### src/rtl/b64d_pkg.sv
`timescale 1ns / 1ps
// ----------------------------------------------------------------------------
// b64d_pkg
// Shared types, constants and the character map of the base64 decoder.
// ----------------------------------------------------------------------------
package b64d_pkg;

    localparam logic [7:0] PAD_CHAR = 8'h3D;

    // One decoded group: up to three bytes, how many are valid, and whether
    // the last valid byte closes the message.
    typedef struct packed {
        logic [23:0] word;
        logic [1:0]  count;
        logic        last;
    } t_entry;

    function automatic logic [5:0] sextet_of(input logic [7:0] c);
        logic [5:0] v;
        v = 6'd0;
        if (c >= 8'h41 && c <= 8'h5A) begin
            v = 6'(c - 8'h41);
        end else if (c >= 8'h61 && c <= 8'h7A) begin
            v = 6'(c - 8'h61 + 8'd26);
        end else if (c >= 8'h30 && c <= 8'h39) begin
            v = 6'(c - 8'h30 + 8'd52);
        end else if (c == 8'h2B || c == 8'h2D || c == 8'h2E) begin
            v = 6'd62;
        end else if (c == 8'h2F || c == 8'h2C || c == 8'h5F) begin
            v = 6'd63;
        end
        return v;
    endfunction

endpackage

### src/rtl/b64d_char_if.sv
`timescale 1ns / 1ps
// ----------------------------------------------------------------------------
// b64d_char_if
// Character stream channel: one base64 character per beat.
// ----------------------------------------------------------------------------
interface b64d_char_if;
    logic       valid;
    logic       ready;
    logic [7:0] char_code;
    logic       last_char;

    modport source (output valid, output char_code, output last_char, input ready);
    modport sink   (input valid, input char_code, input last_char, output ready);
endinterface

### src/rtl/b64d_byte_if.sv
`timescale 1ns / 1ps
// ----------------------------------------------------------------------------
// b64d_byte_if
// Byte stream channel: one decoded byte per beat.
// ----------------------------------------------------------------------------
interface b64d_byte_if;
    logic       valid;
    logic       ready;
    logic [7:0] data_byte;
    logic       last_byte;

    modport source (output valid, output data_byte, output last_byte, input ready);
    modport sink   (input valid, input data_byte, input last_byte, output ready);
endinterface

### src/rtl/b64d_front.sv
`timescale 1ns / 1ps
// ----------------------------------------------------------------------------
// b64d_front
// Maps characters to sextets, gathers groups of four and pushes one group
// entry per full group or per message tail of two or three characters.
// ----------------------------------------------------------------------------
module b64d_front (
    input  logic              i_clk,
    input  logic              i_rst_n,
    b64d_char_if.sink         i_char,
    output logic              o_push,
    output b64d_pkg::t_entry  o_entry,
    input  logic              i_push_ready
);
    import b64d_pkg::*;

    logic [17:0] r_acc, n_acc;
    logic [1:0]  r_cnt, n_cnt;
    logic        r_third_pad, n_third_pad;

    logic        accept;
    logic [5:0]  idx;
    logic        is_pad;
    logic [23:0] word;
    logic [17:0] acc_sh;
    logic [1:0]  cnt_inc;

    assign i_char.ready = i_push_ready;
    assign accept       = i_char.valid && i_push_ready;
    assign idx          = sextet_of(i_char.char_code);
    assign is_pad       = (i_char.char_code == PAD_CHAR);
    assign word         = {r_acc, idx};
    assign acc_sh       = {r_acc[11:0], idx};
    assign cnt_inc      = r_cnt + 2'd1;

    always_comb begin
        n_acc       = r_acc;
        n_cnt       = r_cnt;
        n_third_pad = r_third_pad;
        o_push      = 1'b0;
        o_entry     = '{word: word, count: 2'd3, last: 1'b0};
        if (accept) begin
            if (r_cnt == 2'd3) begin
                o_push = 1'b1;
                if (i_char.last_char) begin
                    o_entry.last = 1'b1;
                    if (is_pad) begin
                        o_entry.count = r_third_pad ? 2'd1 : 2'd2;
                    end
                end
                n_acc       = '0;
                n_cnt       = '0;
                n_third_pad = 1'b0;
            end else begin
                n_acc = acc_sh;
                n_cnt = cnt_inc;
                if (r_cnt == 2'd2) begin
                    n_third_pad = is_pad;
                end
                if (i_char.last_char) begin
                    // flush the short tail
                    if (cnt_inc == 2'd2) begin
                        o_push  = 1'b1;
                        o_entry = '{word: {acc_sh[11:4], 16'd0}, count: 2'd1, last: 1'b1};
                    end else if (cnt_inc == 2'd3) begin
                        o_push  = 1'b1;
                        o_entry = '{word: {acc_sh[17:10], acc_sh[9:2], 8'd0},
                                    count: 2'd2, last: 1'b1};
                    end
                    n_acc       = '0;
                    n_cnt       = '0;
                    n_third_pad = 1'b0;
                end
            end
        end
    end

    always_ff @(posedge i_clk) begin
        if (!i_rst_n) begin
            r_acc       <= '0;
            r_cnt       <= '0;
            r_third_pad <= 1'b0;
        end else begin
            r_acc       <= n_acc;
            r_cnt       <= n_cnt;
            r_third_pad <= n_third_pad;
        end
    end

endmodule

### src/rtl/b64d_fifo.sv
`timescale 1ns / 1ps
// ----------------------------------------------------------------------------
// b64d_fifo
// Short queue of group entries between the front and the back.
// ----------------------------------------------------------------------------
module b64d_fifo #(
    parameter int DEPTH = 4
) (
    input  logic              i_clk,
    input  logic              i_rst_n,
    input  logic              i_push,
    input  b64d_pkg::t_entry  i_entry,
    output logic              o_ready,
    input  logic              i_pop,
    output logic              o_avail,
    output b64d_pkg::t_entry  o_entry
);
    import b64d_pkg::*;

    localparam int AW = (DEPTH > 1) ? $clog2(DEPTH) : 1;
    localparam int LW = $clog2(DEPTH + 1);

    t_entry          r_mem [DEPTH];
    logic [AW-1:0]   r_wr, r_rd;
    logic [LW-1:0]   r_level;
    logic            do_push, do_pop;

    assign o_ready = (r_level != LW'(DEPTH));
    assign o_avail = (r_level != '0);
    assign o_entry = r_mem[r_rd];
    assign do_push = i_push && o_ready;
    assign do_pop  = i_pop && o_avail;

    always_ff @(posedge i_clk) begin
        if (do_push) begin
            r_mem[r_wr] <= i_entry;
        end
    end

    always_ff @(posedge i_clk) begin
        if (!i_rst_n) begin
            r_wr    <= '0;
            r_rd    <= '0;
            r_level <= '0;
        end else begin
            if (do_push) begin
                r_wr <= (r_wr == AW'(DEPTH - 1)) ? '0 : r_wr + 1'b1;
            end
            if (do_pop) begin
                r_rd <= (r_rd == AW'(DEPTH - 1)) ? '0 : r_rd + 1'b1;
            end
            if (do_push && !do_pop) begin
                r_level <= r_level + 1'b1;
            end else if (do_pop && !do_push) begin
                r_level <= r_level - 1'b1;
            end
        end
    end

endmodule

### src/rtl/b64d_back.sv
`timescale 1ns / 1ps
// ----------------------------------------------------------------------------
// b64d_back
// Takes group entries from the queue and sends their bytes one per beat
// from a held entry register.
// ----------------------------------------------------------------------------
module b64d_back (
    input  logic              i_clk,
    input  logic              i_rst_n,
    input  logic              i_avail,
    input  b64d_pkg::t_entry  i_entry,
    output logic              o_pop,
    b64d_byte_if.source       o_byte
);
    import b64d_pkg::*;

    t_entry      r_ent;
    logic        r_valid;
    logic [1:0]  r_pos;
    logic        fire, final_beat, load;

    assign fire       = r_valid && o_byte.ready;
    assign final_beat = (r_pos == (r_ent.count - 2'd1));
    assign load       = (!r_valid || (fire && final_beat)) && i_avail;
    assign o_pop      = load;

    assign o_byte.valid     = r_valid;
    assign o_byte.last_byte = r_ent.last && final_beat;

    always_comb begin
        unique case (r_pos)
            2'd0:    o_byte.data_byte = r_ent.word[23:16];
            2'd1:    o_byte.data_byte = r_ent.word[15:8];
            default: o_byte.data_byte = r_ent.word[7:0];
        endcase
    end

    always_ff @(posedge i_clk) begin
        if (load) begin
            r_ent <= i_entry;
        end
    end

    always_ff @(posedge i_clk) begin
        if (!i_rst_n) begin
            r_valid <= 1'b0;
            r_pos   <= '0;
        end else begin
            priority if (load) begin
                r_valid <= 1'b1;
                r_pos   <= '0;
            end else if (fire && final_beat) begin
                r_valid <= 1'b0;
                r_pos   <= '0;
            end else if (fire) begin
                r_pos <= r_pos + 2'd1;
            end
        end
    end

endmodule

### src/rtl/base64_stream_decoder.sv
`timescale 1ns / 1ps
// ----------------------------------------------------------------------------
// base64_stream_decoder
// Lenient streaming base64 decoder, one character in and one byte out per beat.
// ----------------------------------------------------------------------------
// The decoder takes one character every cycle while its group queue has room,
// and its back end sends one byte per cycle from its held entry while the byte
// sink is ready, so a stream of four characters gives three bytes at full rate
// with no gaps on the input. The first byte of a group is offered once its
// entry has passed through the queue into the back end's held entry register,
// which loads only when the back end is idle or sends its last byte. The queue
// holds DEPTH groups and the back end holds one more, so the input stalls only
// after DEPTH + 1 groups have piled up behind a stalled byte sink. The last
// character of a message flushes any short tail; a lone trailing character
// gives no byte.
module base64_stream_decoder #(
    parameter int DEPTH = 4
) (
    input  logic        i_clk,
    input  logic        i_rst_n,
    b64d_char_if.sink   i_char,
    b64d_byte_if.source o_byte
);
    import b64d_pkg::*;

    logic   f_push, f_push_ready;
    t_entry f_entry;
    logic   q_avail, b_pop;
    t_entry q_entry;

    b64d_front u_front (
        .i_clk        (i_clk),
        .i_rst_n      (i_rst_n),
        .i_char       (i_char),
        .o_push       (f_push),
        .o_entry      (f_entry),
        .i_push_ready (f_push_ready)
    );

    b64d_fifo #(.DEPTH(DEPTH)) u_fifo (
        .i_clk   (i_clk),
        .i_rst_n (i_rst_n),
        .i_push  (f_push),
        .i_entry (f_entry),
        .o_ready (f_push_ready),
        .i_pop   (b_pop),
        .o_avail (q_avail),
        .o_entry (q_entry)
    );

    b64d_back u_back (
        .i_clk   (i_clk),
        .i_rst_n (i_rst_n),
        .i_avail (q_avail),
        .i_entry (q_entry),
        .o_pop   (b_pop),
        .o_byte  (o_byte)
    );

    a_push_has_room: assert property (@(posedge i_clk) disable iff (!i_rst_n)
        f_push |-> f_push_ready)
        else $error("group pushed into a full queue");

    a_pop_has_entry: assert property (@(posedge i_clk) disable iff (!i_rst_n)
        b_pop |-> q_avail)
        else $error("group popped from an empty queue");

    a_no_phantom_byte: assert property (@(posedge i_clk) disable iff (!i_rst_n)
        (!q_avail && !o_byte.valid) |=> !o_byte.valid)
        else $error("byte offered with no group queued");

endmodule

### src/flat_wrapper.sv
// flat-port wrapper written by rule: the top's interface ports become plain ports
module base64_stream_decoder_flat import b64d_pkg::*;
#(
    parameter int DEPTH = 4
)
  (i_clk, i_rst_n, i_char_valid, i_char_char_code, i_char_last_char, i_char_ready, o_byte_valid, o_byte_data_byte, o_byte_last_byte, o_byte_ready);
  b64d_char_if i_char_i ();
  b64d_byte_if o_byte_i ();
  input  logic i_clk;
  input  logic i_rst_n;
  input wire logic [$bits(i_char_i.valid)-1:0] i_char_valid;
  input wire logic [$bits(i_char_i.char_code)-1:0] i_char_char_code;
  input wire logic [$bits(i_char_i.last_char)-1:0] i_char_last_char;
  output wire logic [$bits(i_char_i.ready)-1:0] i_char_ready;
  output wire logic [$bits(o_byte_i.valid)-1:0] o_byte_valid;
  output wire logic [$bits(o_byte_i.data_byte)-1:0] o_byte_data_byte;
  output wire logic [$bits(o_byte_i.last_byte)-1:0] o_byte_last_byte;
  input wire logic [$bits(o_byte_i.ready)-1:0] o_byte_ready;
  assign i_char_i.valid = i_char_valid;
  assign i_char_i.char_code = i_char_char_code;
  assign i_char_i.last_char = i_char_last_char;
  assign i_char_ready = i_char_i.ready;
  assign o_byte_valid = o_byte_i.valid;
  assign o_byte_data_byte = o_byte_i.data_byte;
  assign o_byte_last_byte = o_byte_i.last_byte;
  assign o_byte_i.ready = o_byte_ready;
  base64_stream_decoder #(.DEPTH(DEPTH)) u_core (.i_clk(i_clk), .i_rst_n(i_rst_n), .i_char(i_char_i), .o_byte(o_byte_i));
endmodule
### config.mk
export PLATFORM = sky130hd
export DESIGN_NAME = base64_stream_decoder_flat
export DESIGN_NICKNAME = d
export VERILOG_FILES = /design/src/rtl/b64d_pkg.sv /design/src/rtl/b64d_char_if.sv /design/src/rtl/b64d_byte_if.sv /design/src/rtl/b64d_front.sv /design/src/rtl/b64d_fifo.sv /design/src/rtl/b64d_back.sv /design/src/rtl/base64_stream_decoder.sv /design/src/flat_wrapper.sv
export SDC_FILE = /design/constraint.sdc
export NUM_CORES = 1
export LEC_CHECK = 0
export BUFFER_PORTS_ARGS = -buffer_cell sky130_fd_sc_hd__buf_4
export CAP_MARGIN = 20
export CORE_ASPECT_RATIO = 1.5
export CORE_MARGIN = 8
export CORE_UTILIZATION = 52
export DETAILED_ROUTE_END_ITERATION = 12
export PLACE_DENSITY = 0.78
export SETUP_SLACK_MARGIN = 0.4
export SLEW_MARGIN = 15
export SYNTH_ARGS = -nofsm -noshare
export SYNTH_HDL_FRONTEND = slang
export SYNTH_SLANG_ARGS = --single-unit
### constraint.sdc
create_clock -name i_clk -period 6.73 [get_ports i_clk]
set_input_delay 0.3365 -clock i_clk [delete_from_list [all_inputs] [get_ports i_clk]]
set_output_delay 0.3365 -clock i_clk [all_outputs]
set_load 0.01 [all_outputs]
After elaboration in Yosys (flattened, before gate mapping)
Memories as Yosys holds them, arrays and structs flattened. A register that Yosys moved wholly into a read port is not among the register bits.
Cells that the tools add are included.
Widths: inputs -> output; s select.
{ "totals": {"regBits": 31, "mem_bits_rw": 108, "input_bits": 13, "wordCells": 106, "n_memories": 1} }
{ "op_classes": {"n_addsub": 12, "n_lt_le_gt_ge": 6, "n_eq_ne": 16, "mux": 35, "bitwise": 1, "reduce_logical": 27} }
{ "mem_list": {"columns": ["memory", "words", "word_bits", "read_ports", "rd_clocked_by_memory_dff", "wr", "line", "rtl"], "rows": [
  ["u_core.u_fifo.r_mem", 4, 27, 1, 1, 1, "b64d_fifo.sv:23", "t_entry r_mem [DEPTH];"]
]} }
{ "ops": {"columns": ["op", "count"], "rows": [
  ["$mux 27", 4],
  ["$eq 8x6->1 const B", 6],
  ["$mux 18", 2],
  ["$mux 6", 5],
  ["$mux 24", 1],
  ["$ge 8x7->1 const B", 2],
  ["$le 8x7->1 const B", 2],
  ["$pmux 8 s2", 1],
  ["$eq 2x2->1 const B", 6],
  ["$logic_and 1x1->1", 12],
  ["$mux 1", 12],
  ["$mux 2", 6],
  ["$mux 3", 4],
  ["$sub 6x6->6 const B", 2],
  ["$add 2x1->2 const B", 4],
  ["$eq 8x7->1 const B", 1],
  ["$ge 8x6->1 const B", 1],
  ["$le 8x6->1 const B", 1],
  ["$add 6x5->6 const B", 1],
  ["$add 6x6->6 const B", 1],
  ["$reduce_bool 3->1", 2],
  ["$sub 6x1->6 const B", 1],
  ["$logic_or 1x1->1", 5],
  ["$reduce_bool 2->1", 2],
  ["other kinds (11)", 13]
]} }

Logic depth before layout (Yosys ltp)
Gate-level depths: netlist (run 1).
{ "depth": {"depth_word": 13, "mapped_depth": 11} }

Hierarchy
From an unflattened synthesis (run 1), not the netlist that was laid out.
{ "unflattened": {"cells_unflattened": 511, "area_unflattened_um2": 7382.1} }
{ "by_module_without_submodules": {"columns": ["mod", "n_inst", "cells_each", "area_each_um2", "seq_area_each_um2"], "rows": [
  ["b64d_fifo", 1, 192, 4383.0, 3423.3],
  ["b64d_front", 1, 240, 1845.5, 420.4],
  ["b64d_back", 1, 79, 1153.6, 870.8]
]} }

Worst setup path before layout (run 1)
OpenSTA, ideal clock, no wires.
{ "synth_path": {"path_kind": "reg-to-reg", "startpoint": "reg, netlist name u_core.u_back.r_ent[2]", "endpoint": "reg u_core.u_fifo.r_level[2]", "setup_time_ns": 0.076, "arrival_ns": 3.351, "setup_slack_ns": 3.303, "path_stages_with_launch": 12, "path_buffers": 0, "cell_sequence": "edfxtp_1 -> xnor2_1 -> mux2i_1 -> a21boi_1 -> nor2_1 -> inv_1 -> ha_1 -> inv_1 -> fa_1 -> xor2_1 -> or3_1 -> a21boi_0"} }
{ "synth_between": {"elab_chain_len": 9} }
{ "synth_lines": {"columns": ["item", "line", "rtl"], "rows": [
  ["$sub 2x1->2 *", "b64d_back.sv:23", "assign final_beat = (r_pos == (r_ent.count - 2'd1));"],
  ["$eq 2x2->1 *", "b64d_back.sv:23", null],
  ["$logic_and 1x1->1 *", "b64d_back.sv:24", "assign load = (!r_valid || (fire && final_beat)) && i_avail;"],
  ["$logic_or 1x1->1 *", "b64d_back.sv:24", null],
  ["$logic_and 1x1->1 *", "b64d_back.sv:24", null],
  ["net u_core.b_pop", "base64_stream_decoder.sv:28", "logic q_avail, b_pop;"],
  ["$logic_and 1x1->1 *", "b64d_fifo.sv:32", "assign do_pop = i_pop && o_avail;"],
  ["$logic_not 1->1", "b64d_fifo.sv:52", "if (do_push && !do_pop) begin"],
  ["$logic_and 1x1->1", "b64d_fifo.sv:52", null],
  ["$mux 3 or $reduce_bool 2->1 (tied branches)", null, null],
  ["end signal, assigned", "b64d_fifo.sv:53", "r_level <= r_level + 1'b1;"],
  ["end signal, assigned", "b64d_fifo.sv:55", "r_level <= r_level - 1'b1;"],
  ["end, declared", "b64d_fifo.sv:25", "logic [LW-1:0] r_level;"]
]} }
Mark *: on every way through the listed nets, which the timed path passes. The rest lies on a longest branch.
A chain may end at the register's enable or synchronous reset.

Worst setup path in the final report (run 1)
{ "layout_path": {"startpoint": "reg u_core.u_fifo.r_level[0]", "endpoint": "reg u_core.u_fifo.r_level[2]"} }
{ "layout_between": {"elab_chain_len": 7} }
{ "layout_lines": {"columns": ["item", "line", "rtl"], "rows": [
  ["$ne 3x3->1 *", "b64d_fifo.sv:28", "assign o_ready = (r_level != LW'(DEPTH));"],
  ["$logic_and 1x1->1", "b64d_front.sv:29", "assign accept = i_char.valid && i_push_ready;"],
  ["$mux 1", "b64d_front.sv:42", "if (accept) begin"],
  ["$logic_and 1x1->1 *", "b64d_fifo.sv:31", "assign do_push = i_push && o_ready;"],
  ["net u_core.u_fifo.do_push", "b64d_fifo.sv:26", "logic do_push, do_pop;"],
  ["$logic_not 1->1", "b64d_fifo.sv:54", "end else if (do_pop && !do_push) begin"],
  ["$logic_and 1x1->1", "b64d_fifo.sv:54", null],
  ["$reduce_bool 2->1 (no line)", null, null]
]} }
Mark *: on every way through the listed nets, which the timed path passes. The rest lies on a longest branch. The select of a mux whose other input is x is not followed.

==> results of run 1 <==
## flip-flops by register name, indices dropped and copies added (netlist names)
signal and cells:
u_core.u_fifo.r_mem 108, u_core.u_front.r_cnt 2, u_core.u_fifo.r_rd 2, u_core.u_back.r_ent 27, u_core.u_fifo.r_level 3, u_core.u_fifo.r_wr 2, u_core.u_front.r_third_pad 1, u_core.u_back.r_pos 2
u_core.u_back.o_byte.valid 1, u_core.u_front.r_acc 18
## routing by layer
| metal | GRT usage | routed length, um | vias up |
|---|---|---|---|
| li1 | - | - | 2027 |
| met1 | 0.184 | 5620 | 2148 |
| met2 | 0.299 | 7730 | 127 |
| met3 | 0.0362 | 492 | 17 |
| met4 | 0.0669 | 291 | 0 |
| met5 | 0 | 0 | - |
## cell type report
type                    count  area (sq um)  share of cell area
clock buffers              18           429              0.0521
clock inverters            14           125              0.0152
inverters                  17          66.3             0.00804
multi-input cells         312          2490               0.303
flip-flops and latches    166          4680               0.567
well taps                 165           206              0.0250
repair buffers             31           245              0.0298
## path summary, 6_finish.rpt
check	endpoint	slack, ps	cells past startpoint
min	u_core.u_fifo.r_rd[0]	320	2
max	u_core.u_fifo.r_level[2]	3680	9
max reg2reg	u_core.u_fifo.r_level[2]	3680	9
min reg2reg	u_core.u_front.r_acc[14]	450	2
## cells in the mapped netlist (all sizes together), types with 15 or more instances
library cell and instances:
nand2 55, edfxtp 135, ha 22, a22oi 15
inv 17, clkbuf 16, nor2 20, nand3 24
mux4 27, a21boi 16, o21ai 23, dfxtp 31
## kinds of logic (layout without fill, tap and decap cells)
logic type	after synthesis	in the layout
simple gates	152	152
xor+xnor	10	10
fa+ha+maj	23	23
flops	166	166
mux	33	33
buf+inv	42	80
compound gates	94	94
## metrics by stage
stage,instances,instance area [sq um],setup WS (ps),hold slack [ps]
6_report,723,8240,3680,324
4_1_cts,722,8220,3650,306
3_3_place_gp,690,7670,3850,439
5_1_grt,723,8240,3380,330
3_5_place_dp,690,7670,3670,442
2_1_floorplan,520,7350,3300,431
## report_power, final
group,internal [mW],switching [mW],total (mW)
Sequential,1.26,0.0560,1.31
Clock,0.512,0.383,0.895
Combinational,0.236,0.287,0.524
==> reports/results.ini, run 1 <==
[pwr]
powerDensity_mw_per_mm2=331
power_mw=2.73
peakVddDrop_mv=0.147
power_leakage_nw=2.78

[global_routing]
grt_pass1_vias=4396
antenna_found_initial=0
grt_usage=0.166
grt_max_degree=32
grt_pass1_wl_um=23400
overflow=0

[synthesis]
synthTopCellsByArea=edfxtp_1 55%, dfxtp_1 8.4%, mux4_2 8.3%, ha_1 3.7%, nand2_1 2.8%
synth.distinct_cells=58
yosys.area_share.adder=0.0402
yosys.area.top_type=edfxtp_1
synth_flop_cell=edfxtp_1
synth_simple_gate_area_frac=0.104
yosys_warnings=0
synth-compound-area-share=0.0921
yosysSeqAreaShare=0.636
synth.mux.area_fraction=0.0911
synth-async-reset-ratio=0
yosys.area.top_type_share=0.552
synth_top_family_by_area=simple AND/OR/NAND/NOR gates
synth_edf_count=135
synthesis.nets=556
netlist_instances=520
synth_xor_area_frac=0.0119
syn-cell-area_sq_mm=0.00735
synth_seq_cells=166
syn_avg_cell_area_sq_um=14.1

[die]
dieArea_sq_mm=0.0183
row_count=53
core_area_sq_mm=0.0139
fp.dieW_um=113
die_h_um=162
ios=24
initial_utilization=0.527

[route]
num_vias=4319
ant_nets=0
drc=0
wire_per_inst_um=19.5
wl_um=14100
vias_per_cell=5.97
drt_iter0_markers=485
drtPass1Iterations=5

[sta]
drv_slew=0
final_hold_viol_count=0
rsz0062_at_grt=no
fmax_mhz=328
tightestPinTransition_ps=986
clock_skew_ps=6.11
slew_headroom=0.340
fin_crit_sh=0.453
finalCriticalPeriod_ps=3050
fin_tns_setup_ps=0
setup_viol=0

[clock_network]
hold_buffers=0
cts_tree=yes
cts_resized=0
post_cts_buffers=0
clk_path_buf_depth=2
cts.clk_slew.worst_paths_ps=60
cts.sinks=166
h-tree-depth=4
clock_latency_ps=420
cts_buffers=17
clockRootBuffer=clkbuf_16

[outcome]
status=finished clean

[placed_design]
hpwl_um=9700
routabilityCongestion=0.882
port_buffers=23

[cells_and_area]
nFillCells=1047
nNetsFinal=581
layout_common_cells=135 x edfxtp_1, 55 x nand2_1, 30 x buf_4, 30 x dfxtp_1, 27 x mux4_2
antenna_cells=0
mostFrequentLayoutCell=edfxtp_1
drive_above_1_share=0.176
fin_util=0.592
syn2layout_area_growth_pct=12.2

[critical_path]
critPathKind=flop to flop
critPathSlowestCell=nor2_1
crit_chain=or3b_1, nand2_1, nor2_1, ha_1, inv_1, fa_1, xor2_1, or3_1, a21boi_0
path_buf_inv=1
path_max_fanout=24
start_kind=flop
worstPathArrival_ps=3390
required_ps=7070
cp-startpoint=u_core.u_fifo.r_level[0]
slowest_delay_ps=530
critPathTopFamily=simple AND/OR/NAND/NOR gates
cp-end-kind=flop
r2r-start=u_core.u_fifo.r_level[0]

[worst_hold_path]
hp-class=primary input to flop
hp-start=i_rst_n

[job]
drv_cap=0

Power figures use the tool's default switching activity.
==> run 2: changes to the inputs <==
==> constraint.sdc (replaced) <==
create_clock -name i_clk -period 3.1 [get_ports i_clk]
set_input_delay 0.155 -clock i_clk [delete_from_list [all_inputs] [get_ports i_clk]]
set_output_delay 0.155 -clock i_clk [all_outputs]
set_load 0.01 [all_outputs]
==> run 2 against run 1 <==
First-iteration DRC count decreased by 19%. Critical path depth increased by 2. Cell area rose by 0.64%. Worst setup slack worse by 3100 ps. Die area stayed put. Via count grew 1.2%. Largest cell class unchanged. Largest power group unchanged.
==> reports/results.ini, run 2 (same netlist as run 1, synthesis figures left out) <==
[cells_and_area]
nFillCells=1042
nNetsFinal=586
antenna_cells=0
mostFrequentLayoutCell=edfxtp_1
syn2layout_area_growth_pct=12.9
regMostFlops=u_core.u_fifo.r_mem
largest_reg_flops=108
drive_above_1_share=0.190
layout_common_cells=135 x edfxtp_1, 55 x nand2_1, 36 x buf_4
reg_top3=u_core.u_fifo.r_mem x108, u_core.u_back.r_ent x27, u_core.u_front.r_acc x18

[critical_path]
start_kind=flop
critPathSlowestCell=dfxtp_1
slowest_delay_ps=410
cpMostUsedCell=inv_1
required_ps=3450
cp-end-kind=flop
crit_chain=inv_1, ha_1, inv_1, a21oi_1, nor2_4, ha_1, inv_1, fa_1, xor2_1, or3_1, a21boi_0
critPathKind=flop to flop
path_max_fanout=7
worstPathArrival_ps=2830

[clock_network]
cts.clk_slew.worst_paths_ps=70
clock_latency_ps=420
h-tree-depth=4
clk_path_buf_depth=2
cts_tree=yes
cts.sinks=166
clockRootBuffer=clkbuf_16
cts_buffers=17

[job]
drv_cap=0

[worst_hold_path]
hp-class=primary input to flop

[global_routing]
grt_pass1_wl_um=23500
grt_max_degree=32
grt_usage=0.168
overflow=0
antenna_found_initial=0
grt_pass1_vias=4567

[sta]
clock_skew_ps=13.1
drv_slew=0
fmax_mhz=402
whs_ps=131
finalCriticalPeriod_ps=2490
fin_tns_setup_ps=0
fin_crit_sh=0.802
rsz0062_at_grt=no
setup_viol=0
slew_headroom=0.486
final_hold_viol_count=0
tightestPinTransition_ps=765

[route]
drtPass1Iterations=5
vias_per_cell=6.00
wire_per_inst_um=20.2
ant_nets=0
num_vias=4370
drc=0
drt_iter0_markers=393
wl_um=14700

[placed_design]
routabilityCongestion=0.861
hpwl_um=9980
port_buffers=23

[pwr]
powerDensity_mw_per_mm2=721
peakVddDrop_mv=0.315
power_leakage_nw=2.80

[die]
core_area_sq_mm=0.0139
row_count=53
initial_utilization=0.527
die_h_um=162
dieArea_sq_mm=0.0183
fp.dieW_um=113
ios=24

[outcome]
status=finished clean

-- run 2: final timing paths --
| kind | slack, ps | to | cells past startpoint | from |
|---|---|---|---|---|
| setup reg to reg | 610 | u_core.u_fifo.r_level[2] | 11 | u_core.u_front.r_cnt[0] |
| hold reg to reg | 450 | u_core.u_front.r_acc[13] | 2 | u_core.u_front.r_acc[13] |
| hold / removal | 130 | u_core.u_fifo.r_mem[2][2] | 2 | i_char_last_char |
| setup / recovery | 610 | u_core.u_fifo.r_level[2] | 11 | u_core.u_front.r_cnt[0] |
-- run 2: power by group --
group	internal, mW	total [mW]	switching (mW)
sequential	2.73	2.84	0.110
clock	1.12	1.99	0.869
combinational	0.514	1.16	0.643
-- run 2: what timing repair did --
item | 4_1_cts | 5_1_grt
endpoints found under the setup margin | 0 | 1
setup buffers | 0 | 0
resized for setup | 0 | 3
hold buffers | 0 | 0
-- run 2: critical path: cells and delay by family (launching register included) --
kind / cells / cell delay (ps)
buffers and inverters: 3 / 230
adders and majority gates: 3 / 900
AOI/OAI and AO/OA: 2 / 250
DFF: 1 / 410
and+or+nand+nor: 2 / 480
xor gates and xnor gates: 1 / 160
-- run 2: per-stage QoR --
stage               cell area, sq um  total power, mW  instances  setup slack (ps)  utilization
floorplan                       7350             3.64        520               479            -
CTS                             8280             6.03        728               419        0.595
finish                          8300             5.98        728               613        0.596
detailed placement              7720             4.05        696               431        0.554
global placement                7720             4.00        696               564        0.554
global route                    8300             6.24        728               396        0.596
-- run 2: area by class of cell --
| class | instances | area [sq um] | area share |
|---|---|---|---|
| flip-flops and latches | 166 | 4680 | 0.564 |
| clock inverters | 15 | 140 | 0.0169 |
| multi-input cells | 312 | 2510 | 0.303 |
| repair buffers | 36 | 270 | 0.0326 |
| inverters | 17 | 66.3 | 0.00799 |
| clock buffers | 17 | 425 | 0.0513 |
| well taps | 165 | 206 | 0.0249 |
-- run 2: per-layer routing --
layer / track usage / up-vias / routed length [um] / share of wire
met4: 0.0608 / 0 / 130 / 0.0088
met2: 0.314 / 121 / 8230 / 0.56
met5: 0 / - / 0 / 0
met3: 0.0306 / 10 / 543 / 0.037
li1: - / 2040 / - / -
met1: 0.183 / 2199 / 5830 / 0.40
==> run 3: changes to the inputs <==
--- a/config.mk
+++ b/config.mk
@@ -5,6 +5,7 @@
 export SDC_FILE = /design/constraint.sdc
 export NUM_CORES = 1
 export LEC_CHECK = 0
+export ABC_AREA = 1
 export BUFFER_PORTS_ARGS = -buffer_cell sky130_fd_sc_hd__buf_4
 export CAP_MARGIN = 20
 export CORE_ASPECT_RATIO = 1.5
==> constraint.sdc (replaced) <==
create_clock -name i_clk -period 2.46 [get_ports i_clk]
set_input_delay 0.123 -clock i_clk [delete_from_list [all_inputs] [get_ports i_clk]]
set_output_delay 0.123 -clock i_clk [all_outputs]
set_load 0.01 [all_outputs]
==> run 3 against run 2 <==
Clock power increased by 23%. Count of clock-buffer cells in the layout unchanged. Combinational power rose by 100%. Sequential share of layout area is 3.4 points lower. Non-clock buffer count up 14. Core utilization grew 1.5 points.
==> reports/results.ini, run 3 <==
[outcome]
status=finished clean

[die]
die_h_um=164
row_count=54
ios=24
core_area_sq_mm=0.0145
fp.dieW_um=115
initial_utilization=0.527
dieArea_sq_mm=0.0189

[placed_design]
port_buffers=23
place_inst=961
routabilityCongestion=0.925
place_ws_ps=182
hpwl_um=10300

[synthesis]
yosys_warnings=0
yosys.area.top_type=edfxtp_1
synth_most_common_cell=edfxtp_1
synth_edf_count=135
syn-cell-area_sq_mm=0.00762
synthTopCellsByCount=135 x edfxtp_1, 126 x nand2_1, 93 x nor2_1, 74 x o21ai_0, 54 x inv_1
netlist_instances=752
synth_flop_cell=edfxtp_1
synthTopCellsByArea=edfxtp_1 53%, dfxtp_1 8.1%, nand2_1 6.2%, o21ai_0 4.9%, nor2_1 4.6%
synth.distinct_cells=41
yosys.area.top_type_share=0.532
syn_avg_cell_area_sq_um=10.1
synthesis.nets=788
synth_seq_cells=166
yosysSeqAreaShare=0.613
synth-async-reset-ratio=0

[worst_hold_path]
hold_path_end=u_core.u_front.r_acc[0]
hp-class=primary input to flop
hp-start=i_char_char_code[0]
whs_path_depth=4

[sta]
fin_tns_setup_ps=0
rsz0062_at_grt=yes
slew_headroom=0.441
final_hold_viol_count=0
finalCriticalPeriod_ps=2100
fin_crit_sh=0.854
fmax_mhz=476
clock_skew_ps=9.15
tightestPinTransition_ps=838
setup_viol=0
drv_slew=0
fin_ws_ps=358

[global_routing]
grt_max_degree=57
grt_pass1_wl_um=25300
grt_usage=0.175
antenna_found_initial=0
overflow=0
grt_pass1_vias=5263

[route]
ant_nets=0
drc=0
vias_per_cell=5.50
drtPass1Iterations=5
drt_iter0_markers=401
num_vias=5513
wl_um=16000
wire_per_inst_um=16.0

[cells_and_area]
syn2layout_area_growth_pct=15.8
regMostFlops=u_core.u_fifo.r_mem
antenna_cells=0
layout_common_cells=135 x edfxtp_1, 124 x nand2_1, 86 x nor2_1
mostFrequentLayoutCell=edfxtp_1
reg_top3=u_core.u_fifo.r_mem x108, u_core.u_back.r_ent x27, u_core.u_front.r_acc x18
largest_reg_flops=108
nFillCells=1165
drive_above_1_share=0.174
final_cells=1002
nNetsFinal=829

[pwr]
peakVddDrop_mv=0.559
power_mw=8.48
powerDensity_mw_per_mm2=961
power_leakage_nw=3.29

[critical_path]
required_ps=2780
worstPathArrival_ps=2420
cp-end-kind=flop
timing.rr.end=u_core.u_fifo.r_level[2]
reg2reg_depth=12
critPathKind=flop to flop
start_kind=flop
r2r-start=u_core.u_back.r_ent[2]
path_max_fanout=2
r2r_setup_slack_ps=360

[clock_network]
h-tree-depth=4
cts_buffers=17
clock_latency_ps=430
cts.clk_slew.worst_paths_ps=60
cts_tree=yes
clk_path_buf_depth=2
clockRootBuffer=clkbuf_16
cts.sinks=166

[job]
drv_cap=0

-- run 3: cell types whose count changed in the layout (fill, tap and decap cells not counted), sizes merged, moves of 10 or more --
cell | previous run | this run
nor2 | 20 | 100
o22ai | 0 | 27
a21oi | 10 | 50
nor2b | 10 | 0
mux4 | 27 | 0
buf | 36 | 48
o21ai | 23 | 82
inv | 23 | 68
and2 | 14 | 0
a21boi | 16 | 0
nand3 | 24 | 34
nand2 | 55 | 137
-- run 3: cells by family after synthesis --
group	after synthesis	share of synthesized area
flops	166	0.613
simple gates	284	0.162
buf+inv	96	0.0501
fa+ha+maj	23	0.0387
compound gates	175	0.127
xor+xnor	8	0.00919
-- run 3: worst max-delay path by stage --
stage          slack, ps               startpoint                   endpoint  cells past startpoint
2_1_floorplan        270  u_core.u_front.r_cnt[0]  u_core.u_fifo.r_mem[0][0]                      7
3_3_place_gp         250  u_core.u_front.r_cnt[0]   u_core.u_fifo.r_level[2]                     12
3_5_place_dp         180  u_core.u_front.r_cnt[0]   u_core.u_fifo.r_level[2]                     12
4_1_cts              380   u_core.u_back.r_ent[2]   u_core.u_fifo.r_level[2]                     12
5_1_grt              230   u_core.u_back.r_ent[2]   u_core.u_fifo.r_level[2]                     12
6_report             360   u_core.u_back.r_ent[2]   u_core.u_fifo.r_level[2]                     12
-- run 3: metal layers --
metal | global-route usage | up-vias | part of all wire
li1 | - | 2681 | -
met4 | 0.0990 | 0 | 0.031
met5 | 0 | - | 0
met2 | 0.322 | 194 | 0.53
met1 | 0.183 | 2603 | 0.39
met3 | 0.0317 | 35 | 0.050
-- run 3: critical path, cell delays in order (launching register included) --
cell      delay, ps
edfxtp_1        380
xnor2_1         150
or2_1           240
nand4_1         110
nand2_2          70
nand2_2          90
ha_4            150
inv_4            30
fa_2            360
a21oi_2         170
o21ai_2          70
o21ai_1         130
a21oi_1          40
-- run 3: final cells by class --
type                    instances  area [sq um]  share of cell area
clock buffers                  17           425              0.0482
clock inverters                15           129              0.0146
inverters                      68           260              0.0295
multi-input cells             490          2650               0.301
flip-flops and latches        166          4680               0.530
well taps                     196           245              0.0278
repair buffers                 50           434              0.0492
-- run 3: metrics by stage --
stage	hold WS, ps	cell area [sq um]	utilization
finish	100	8820	0.610
detailed placement	434	8120	0.561
global placement	427	8120	0.561
CTS	85.3	8740	0.604
global route	123	8820	0.610
floorplan	261	7640	-
-- run 3: what timing repair did --
item	CTS	global route
endpoints found under the hold margin	7	0
gates resized for setup	12	17
pin swaps	5	9
setup endpoints to repair	22	28
buffers inserted	3	4
hold buffers	2	0
-- run 3: power breakdown --
| part | leakage [nW] | total, mW | internal, mW | switching, mW |
|---|---|---|---|---|
| registers | 1.52 | 3.69 | 3.55 | 0.139 |
| clock network | 0.259 | 2.45 | 1.39 | 1.06 |
| logic | 1.51 | 2.34 | 0.839 | 1.50 |
| total | 3.29 | 8.48 | 5.78 | 2.70 |
